$ cat src/hw/rtl/stm_pkg.sv
// shared types and constants of the stereo track mixer
// used by stm_ctrl, stm_dp and stereo_track_mixer_with_fade; depends on nothing
package stm_pkg;

    // track store and fade ramp
    localparam int TRACK_DEPTH = 16384;
    localparam int FADE_LENGTH = 11025;
    localparam int ADDR_W      = $clog2(TRACK_DEPTH);

    // field widths
    localparam int CMD_W      = 2;
    localparam int LOAD_W     = 14;
    localparam int SMP_W      = 16;
    localparam int FRAME_W    = 2 * SMP_W;
    localparam int POS_W      = 15;
    localparam int FADE_W     = 14;
    localparam int VOL_W      = 7;
    localparam int CFG_IDX_W  = 2;
    localparam int CFG_DATA_W = 15;

    // arithmetic widths
    localparam int GPROD_W = VOL_W + FADE_W;   // volume times elapsed fade
    localparam int MAG_W   = SMP_W + 1;        // sample magnitude, holds 32768
    localparam int MPROD_W = MAG_W + VOL_W;    // magnitude times gain
    localparam int QUO_W   = SMP_W;            // quotient of the percent scaling
    localparam int SUM_W   = SMP_W + 2;

    localparam logic [VOL_W-1:0]          VOL_MAX   = VOL_W'(100);
    localparam logic [VOL_W-1:0]          PCT_SCALE = VOL_W'(100);
    localparam logic signed [SMP_W-1:0]   SMP_MAX   = 16'sh7FFF;
    localparam logic signed [SMP_W-1:0]   SMP_MIN   = 16'sh8000;
    localparam logic [FADE_W-1:0]         FADE_INIT = FADE_W'(FADE_LENGTH);
    localparam logic [POS_W-1:0]          LEN_CAP   = POS_W'(TRACK_DEPTH);

    // reciprocals for division by constants: floor(2^32 / d), one correction step after
    localparam int RECIP_SHIFT = 32;
    localparam longint unsigned FADE_RECIP_VAL = (64'd1 << RECIP_SHIFT) / FADE_LENGTH;
    localparam int FADE_RECIP_W = $clog2(FADE_RECIP_VAL + 1);
    localparam logic [FADE_RECIP_W-1:0] FADE_RECIP = FADE_RECIP_W'(FADE_RECIP_VAL);
    localparam longint unsigned PCT_RECIP_VAL = (64'd1 << RECIP_SHIFT) / 100;
    localparam int PCT_RECIP_W = $clog2(PCT_RECIP_VAL + 1);
    localparam logic [PCT_RECIP_W-1:0] PCT_RECIP = PCT_RECIP_W'(PCT_RECIP_VAL);

    // command codes
    localparam logic [CMD_W-1:0] CMD_LOAD    = 2'd0;
    localparam logic [CMD_W-1:0] CMD_MIX     = 2'd1;
    localparam logic [CMD_W-1:0] CMD_RESTART = 2'd2;

    // configuration register indexes
    localparam logic [CFG_IDX_W-1:0] REG_PLAY_ENABLE  = 2'd0;
    localparam logic [CFG_IDX_W-1:0] REG_VOLUME       = 2'd1;
    localparam logic [CFG_IDX_W-1:0] REG_LOOP_ENABLE  = 2'd2;
    localparam logic [CFG_IDX_W-1:0] REG_TRACK_LENGTH = 2'd3;

    typedef struct packed {
        logic [CMD_W-1:0]        command;
        logic [LOAD_W-1:0]       load_address;
        logic signed [SMP_W-1:0] track_left;
        logic signed [SMP_W-1:0] track_right;
        logic signed [SMP_W-1:0] bus_left;
        logic signed [SMP_W-1:0] bus_right;
    } stm_in_t;

    typedef struct packed {
        logic signed [SMP_W-1:0] mixed_left;
        logic signed [SMP_W-1:0] mixed_right;
        logic                    track_added;
        logic [POS_W-1:0]        position_now;
    } stm_out_t;

    typedef struct packed {
        logic             play_enable;
        logic [VOL_W-1:0] volume;
        logic             loop_enable;
        logic [POS_W-1:0] track_length;
    } stm_cfg_t;

    // controller to datapath
    typedef struct packed {
        logic take_item;
        logic gain_mul;
        logic gain_fix;
        logic prod;
        logic div_mul;
        logic div_fix;
        logic out_load;
    } stm_cmd_t;

    // datapath to controller
    typedef struct packed {
        logic mix_go;
        logic fading;
        logic out_free;
    } stm_status_t;

endpackage

$ cat src/hw/rtl/stm_ctrl.sv
// sequencing state machine of the stereo track mixer
// depends on stm_pkg; drives the command struct of stm_dp
module stm_ctrl (
    input  logic                 clk,
    input  logic                 rst_n,
    input  logic                 item_valid,
    output logic                 item_stall,
    input  stm_pkg::stm_status_t status,
    output stm_pkg::stm_cmd_t    cmd
);
    import stm_pkg::*;

    typedef enum logic [6:0] {
        ST_IDLE = 7'b0000001,
        ST_GMUL = 7'b0000010,
        ST_GFIX = 7'b0000100,
        ST_PROD = 7'b0001000,
        ST_DMUL = 7'b0010000,
        ST_DFIX = 7'b0100000,
        ST_OUT  = 7'b1000000
    } state_t;

    state_t state_reg;
    state_t state_next;

    always_comb
    begin
        state_next = state_reg;
        cmd        = '0;
        unique case (state_reg)
            ST_IDLE:
            begin
                if (item_valid)
                begin
                    cmd.take_item = 1'b1;
                    if (!status.mix_go)
                        state_next = ST_OUT;
                    else if (status.fading)
                        state_next = ST_GMUL;
                    else
                        state_next = ST_PROD;
                end
            end
            ST_GMUL:
            begin
                cmd.gain_mul = 1'b1;
                state_next   = ST_GFIX;
            end
            ST_GFIX:
            begin
                cmd.gain_fix = 1'b1;
                state_next   = ST_PROD;
            end
            ST_PROD:
            begin
                cmd.prod   = 1'b1;
                state_next = ST_DMUL;
            end
            ST_DMUL:
            begin
                cmd.div_mul = 1'b1;
                state_next  = ST_DFIX;
            end
            ST_DFIX:
            begin
                cmd.div_fix = 1'b1;
                state_next  = ST_OUT;
            end
            ST_OUT:
            begin
                if (status.out_free)
                begin
                    cmd.out_load = 1'b1;
                    state_next   = ST_IDLE;
                end
            end
            default:
            begin
                state_next = ST_IDLE;
            end
        endcase
    end

    always_ff @(posedge clk or negedge rst_n)
    begin
        if (!rst_n)
            state_reg <= ST_IDLE;
        else
            state_reg <= state_next;
    end

    assign item_stall = (state_reg != ST_IDLE);

endmodule

$ cat config.mk
export PLATFORM = sky130hd
export DESIGN_NAME = stm_ctrl
export DESIGN_NICKNAME = d
export VERILOG_FILES = /design/src/hw/rtl/stm_pkg.sv /design/src/hw/rtl/stm_ctrl.sv
export SDC_FILE = /design/constraint.sdc
export NUM_CORES = 1
export LEC_CHECK = 0
export BUFFER_PORTS_ARGS = -buffer_cell sky130_fd_sc_hd__buf_2
export CAP_MARGIN = 20
export CORE_MARGIN = 1
export CORE_UTILIZATION = 35
export DETAILED_ROUTE_END_ITERATION = 12
export PLACE_DENSITY = 0.55
export SLEW_MARGIN = 20
export SYNTH_ARGS = -nofsm -noshare
export SYNTH_HDL_FRONTEND = slang
export SYNTH_SLANG_ARGS = --single-unit
$ cat constraint.sdc
create_clock -name clk -period 3.4 [get_ports clk]
set_input_delay 0.68 -clock clk [delete_from_list [all_inputs] [get_ports clk]]
set_output_delay 0.68 -clock clk [all_outputs]
set_load 0.05 [all_outputs]
Yosys cells after proc, flatten, opt, wreduce, memory -nomap -nowiden:

Cells that the tools add are included.

* register bits: 7
* bits of input ports: 6
* logic and storage cells: 26

* equal/unequal tests: 10
* muxes and demuxes: 14
* reduce and logical (&&, ||, !) cells: 1

Operators with widths (count)
* 7-bit case mux with 7 select lines: 1
* 7-bit two-way mux: 3
* 1-bit two-way mux: 9
* 7-bit by 1-bit equality test with 1-bit output, second input constant: 1
* 7-bit by 2-bit equality test with 1-bit output, second input constant: 1
* 7-bit by 3-bit equality test with 1-bit output, second input constant: 1
* 7-bit by 4-bit equality test with 1-bit output, second input constant: 1
* 7-bit by 5-bit equality test with 1-bit output, second input constant: 1
* 7-bit by 6-bit equality test with 1-bit output, second input constant: 1
* 7-bit equality test, second input constant: 1
* 7-bit by 1-bit inequality test with 1-bit output, second input constant: 1
* 4-bit two-way mux: 1
* 2-bit inequality test, second input constant: 2
* 2-bit AND reduction: 1

Longest topological paths before layout:

Gate-level depths: netlist of the first run.

* word-level depth: 4
* mapped depth: 4
* mapped depth without buffers: 3

Worst setup path after synthesis of the first run:

No wires, ideal clock.

* path type: reg-to-output
* start: register state_reg[2]
* end: output port cmd[0] (netlist name)
* arrival time: 1562 ps
* required time: 2720 ps
* slack: 1158 ps
* stages on the path, launching flop included: 3
* buffers on the path: 0
* cell sequence: dfrtp_1 nor4_4 nor3b_2

RTL lines
* from (decl): RTL line stm_ctrl.sv:23 `state_t state_reg;`
* from (signal assigned): RTL line stm_ctrl.sv:89 `state_reg <= state_next;`
* to (decl): RTL line stm_ctrl.sv:9 `output stm_pkg::stm_cmd_t cmd`

==> results of run 1 <==
## area by class of cell
cell class,instances,share of cell area [%]
well taps,14,3.10
repair buffers,13,11.5
inverters,1,0.664
multi-input cells,36,48.9
flip-flops and latches,7,31.2
clock buffers,4,4.65
## how the worst min path moves through the flow
stage          start                  endpoint  slack, ns  cells after the start
2_1_floorplan  rst_n  state_reg[1]$_DFFE_PN0P_       0.38                      0
3_3_place_gp   rst_n  state_reg[1]$_DFFE_PN0P_       0.52                      1
3_5_place_dp   rst_n  state_reg[1]$_DFFE_PN0P_       0.52                      1
4_1_cts        rst_n  state_reg[1]$_DFFE_PN0P_       0.26                      1
5_1_grt        rst_n  state_reg[1]$_DFFE_PN0P_       0.25                      1
6_report       rst_n  state_reg[1]$_DFFE_PN0P_       0.26                      1
## synthesized netlist by cell type
cell	instances	area, um^2
or3_1	1	6.26
nor4b_1	5	43.8
nor3b_1	1	7.51
nand4_1	1	6.26
a22oi_1	1	7.51
nor3_2	1	10.0
nand3_1	1	5.00
buf_2	1	5.00
and2_2	2	15.0
and3_1	1	6.26
dfrtp_1	6	150
nand2_1	2	7.51
o21ai_1	1	5.00
a211oi_1	1	7.51
nor4_4	1	21.3
xor2_1	1	8.76
nand3b_1	1	7.51
and2_1	4	25.0
dfstp_2	1	26.3
nor2_1	2	7.51
and4b_1	3	30.0
nor4bb_1	1	10.0
o21ai_0	1	5.00
nor2b_1	1	6.26
nor3b_2	1	12.5
inv_1	1	3.75
a21oi_1	1	5.00
o211a_1	1	10.0
## critical path, stage by stage (launching register included)
cell	delay (ns)
dfstp_2	0.63
nor4bb_1	0.37
and2_1	0.19
buf_2	0.26
## cell families (layout without fill, tap and decap cells)
logic type | Yosys count | count (layout)
compound gates | 6 | 6
flops | 7 | 7
xor+xnor | 1 | 1
simple gates | 29 | 29
buf+inv | 2 | 18
## stage by stage
step           utilization, %  area, um^2  total power, mW  setup WS, ns
3_5_place_dp             46.0         539            0.346          1.22
2_1_floorplan               -         462            0.301          1.16
4_1_cts                  48.3         566            0.420          1.01
3_3_place_gp             46.0         539            0.339          1.30
6_report                 48.3         566            0.416          1.03
5_1_grt                  48.3         566            0.450         0.909
## power breakdown
part	leakage, nW	internal [mW]	switching, mW
clock network	0.0150	0.0445	0.0267
logic	0.179	0.0711	0.130
registers	0.0928	0.105	0.0392
total	0.286	0.221	0.196
## per-layer routing
layer  vias up  global-route usage [%]  share of wire [%]
met3         2                    3.49                4.3
li1        207                       -                  -
met5         -                       0                  0
met1       184                    22.6                 50
met4         0                    5.36               0.74
met2        10                    23.7                 45
==> run metrics, run 1 <==
xor/xnor cell area share of the yosys netlist 1.90%; clock sinks 7; Pre-Repair DR Iteration Count 4; Core ar. 0.00117 mm^2; via count 403; Die X 38.3 um; fillers 122; synth unique cells 28; final setup fails 0; Layout Cells excl Fill 75; Tot GR Track Use 16.0%; postcts setup bufs 0; pin count of the biggest net entering global routing 11; Largest register FFs 7; syn_area_per_cell 10.3 um^2; final wirelength 944 um; cts repair resizes 0; DRC viols 0; Netlist Area Pre-Place 462 um^2; number of global-route vias before repair 375; startpoint types register; CP Capture Type output pin; I/O pins 14; leading cell type in the layout, fill and taps excluded buf_2; num rows 12; WP data arrival 1.69 ns; CP Launch Point state_reg[0]$_DFFE_PN1P_; area of the multi-input gates 277 um^2; fin crit share 69.7%; Cells after DPL 71; Slew Limit Fails 0; P_leak 0.286 nW; Max-cap violations 0; DIE AREA 0.00147 mm^2; syn_nets 51; Critical Path RT 2.72 ns; Ys Warns 0; worst min path class input pin to async pin; initial core utilization 39.4%; slew margin rel. 68.2%; WS Path Type register to output pin; largest family of logic cells by synthesized area simple AND/OR/NAND/NOR gates; DRT iter0 DRCs 13; post-synthesis simple-gate area fraction 49.3%; status finished clean; Mapped Cells 45; worst r2r src state_reg[2]$_DFFE_PN0P_; Antenna Nets Post-Route 0; register area 176 um^2; Final Wtd Congestion 0.790; vias per std cell 5.37; DR WL/cell 12.6 um; grt ovf 0; worst r2r dst state_reg[6]$_DFFE_PN0P_; commonest non-fill, non-tap cells in the layout buf_2, dfrtp_1, nor4b_1; share of layout cells above drive strength 1 36.1%; Clock Pin Slew Worst Setup and Hold Paths 0.05 ns; Hold Buf Count CTS 0; setup_tns 0 ns; worst-path fanout max 10; R2R cell count 3; initial antenna violation count 0; clk buf depth 2; RSZ-0062 raised after global routing no; synthesis-stage register bit count 7; Root Buffer clkbuf_4; die height 38.3 um; reg2reg setup slack 1.98 ns; Port Buffers 13; TritonCTS Buffers 3; dpl hpwl 754 um; Peak VDD IR 0.266 mV; nets 68; final count of hold timing violations 0; Clock Latency Late Sink 0.24 ns; highest clock rate 422 MHz; hold slack final 0.259 ns; mux cell area share after synthesis 0%; Synth Area in Compound Gates 8.67%; H-Tree Depth 1; crit path time final 2.37 ns; first-pass GRT wire length 1610 um; CTS tree yes; Antenna Cells 0; CP endpoint cmd[6]; Pwr Density 736 mW/mm^2; worst clock skew 0.00650 ns; sequential fraction of the synthesis area 38.2%; P&R area growth vs syn 22.5%; post-synthesis adder-cell area fraction 0%; Worst Tran Pin Value 0.473 ns
Power figures use the tool's default switching activity.
==> run 2: changes to the inputs <==
PLACE_DENSITY = 0.57   (was 0.55)
clock period = 2.05 ns   (was 3.4 ns; I/O delays follow)
==> run metrics, run 2 (synthesis gave the netlist of run 1 again) <==
Pwr Density 1220 mW/mm^2 (+65%); Clock Pin Slew Worst Setup and Hold Paths 0.05 ns (about the same); H-Tree Depth 1 (unchanged); Antenna Cells 0 (unchanged); slew margin rel. 76.1% (+7.9 points); initial antenna violation count 0 (unchanged); Top delay family on crit path flip-flops; Hold Crit Start status[1]; CP Capture Type output pin; WP data arrival 1.60 ns (-0.09 ns); TritonCTS Buffers 3 (unchanged); CP Launch Point state_reg[0]$_DFFE_PN1P_; critical path cell sequence nor4bb_1 > and2_1 > buf_4; DRC viols 0 (unchanged); Die X 38.3 um (unchanged); Setup WS post-layout 0.0400 ns (-0.989 ns); Largest register FFs 7 (unchanged); Total Power 778 uW (+87%); worst r2r src state_reg[4]$_DFFE_PN0P_; clock sinks 7 (unchanged); highest clock rate 498 MHz; Core ar. 0.00117 mm^2 (unchanged); Crit path largest cell delay 0.62 ns (about the same); initial core utilization 39.4% (unchanged); I/O pins 14 (unchanged); DR WL/cell 12.1 um (-4.2%); setup_tns 0 ns (unchanged); fin crit share 98.0%; status finished clean; startpoint types register; leading cell type in the layout, fill and taps excluded buf_2; Clock Latency Late Sink 0.25 ns (about the same); grt ovf 0 (unchanged); Slew Limit Fails 0 (unchanged); dpl hpwl 720 um (-4.5%); Final Wtd Congestion 0.720 (-8.9%); Setup WS pre-CTS 0.256 ns (-0.966 ns); Antenna Nets Post-Route 0 (unchanged); Pre-Repair DR Iteration Count 4 (unchanged); number of global-route vias before repair 379 (+1.1%); Worst Tran Pin Value 0.356 ns (-0.117 ns); Port Buffers 13 (unchanged); DIE AREA 0.00147 mm^2 (unchanged); Critical Path Slowest Stage Cell dfstp_2; worst clock skew 0.000870 ns (-0.00563 ns); via count 433 (+7.4%); vias per std cell 5.35 (-0.51%); RSZ-0062 raised after global routing yes; final count of hold timing violations 0 (unchanged); num rows 12 (unchanged); nets 74 (+8.8%); pin count of the biggest net entering global routing 11 (unchanged); Critical Path RT 1.64 ns (-1.08 ns); P&R area growth vs syn 38.8%; first-pass GRT wire length 1640 um (+2.2%); commonest non-fill, non-tap cells in the layout buf_2, buf_4, clkbuf_4, dfrtp_1; crit path time final 2.01 ns; WS Path Type register to output pin; CP bufs+invs 1 (unchanged); final setup fails 0 (unchanged); CTS tree yes; reg2reg setup slack 0.49 ns (-1.49 ns); worst min path class input pin to register; DRT iter0 DRCs 5 (-8); Max-cap violations 0 (unchanged); share of layout cells above drive strength 1 43.3% (+7.2 points); register area 178 um^2 (+0.71%); Tot GR Track Use 16.6% (+0.66 points); die height 38.3 um (unchanged); area of the multi-input gates 283 um^2 (+2.3%); Root Buffer clkbuf_4; Peak VDD IR 0.606 mV (+130%); clk buf depth 2 (unchanged); final wirelength 977 um (+3.5%); worst-path fanout max 10 (unchanged); P_leak 0.316 nW (+11%); fillers 125 (+2.5%)
## run 2: final cells by class
| type | count | area share (%) |
|---|---|---|
| Clock buffer | 4 | 4.10 |
| Inverter | 1 | 0.586 |
| Multi-Input combinational cell | 36 | 44.1 |
| Sequential cell | 7 | 27.7 |
| Tap cell | 14 | 2.73 |
| Timing Repair Buffer | 19 | 20.7 |
## run 2: metrics by stage
step	instance area (um^2)	instances	utilization (%)	hold WS, ns
global placement	554	73	47.3	0.246
detailed placement	554	73	47.3	0.244
finish	641	81	54.7	0.409
floorplan	462	45	-	0.114
CTS	593	78	50.6	0.410
global route	641	81	54.7	0.408
## run 2: worst paths after layout
check	endpoint	depth (start not counted)
min in group asynchronous	state_reg[1]$_DFFE_PN0P_	2
worst max-delay path	cmd[6]	3
worst max register to register	state_reg[6]$_DFFE_PN0P_	5
max in group asynchronous	state_reg[0]$_DFFE_PN1P_	2
worst min register to register	state_reg[3]$_DFFE_PN0P_	2
worst min-delay path	state_reg[1]$_DFFE_PN0P_	2
## run 2: where the power goes
part           total, mW  switching, mW  internal (mW)
sequential         0.241         0.0662          0.174
clock              0.127         0.0525         0.0744
combinational      0.411          0.229          0.182
total              0.778          0.348          0.430
## run 2: worst register-to-register path: stages (launching register included)
cell and delay, ns:
dfrtp_2 0.46, nor4_4 0.42, buf_4 0.19, buf_4 0.10
and4b_1 0.20, o21ai_1 0.08
## run 2: metal layers
metal / wire, um / GRT usage [%] / up-vias
li1: - / - / 218
met1: 477 / 20.1 / 200
met2: 454 / 26.3 / 15
met3: 45 / 5.23 / 0
met4: 0 / 8.04 / 0
met5: 0 / 0 / -
## run 2: timing repair
item / 4_1_cts / 5_1_grt
buffers inserted: 0 / 3
resized for setup: 1 / 10
hold buffers: 1 / 0
pin swaps: 0 / 1
endpoints found under the hold margin: 6 / 0
endpoints found under the setup margin: 1 / 6
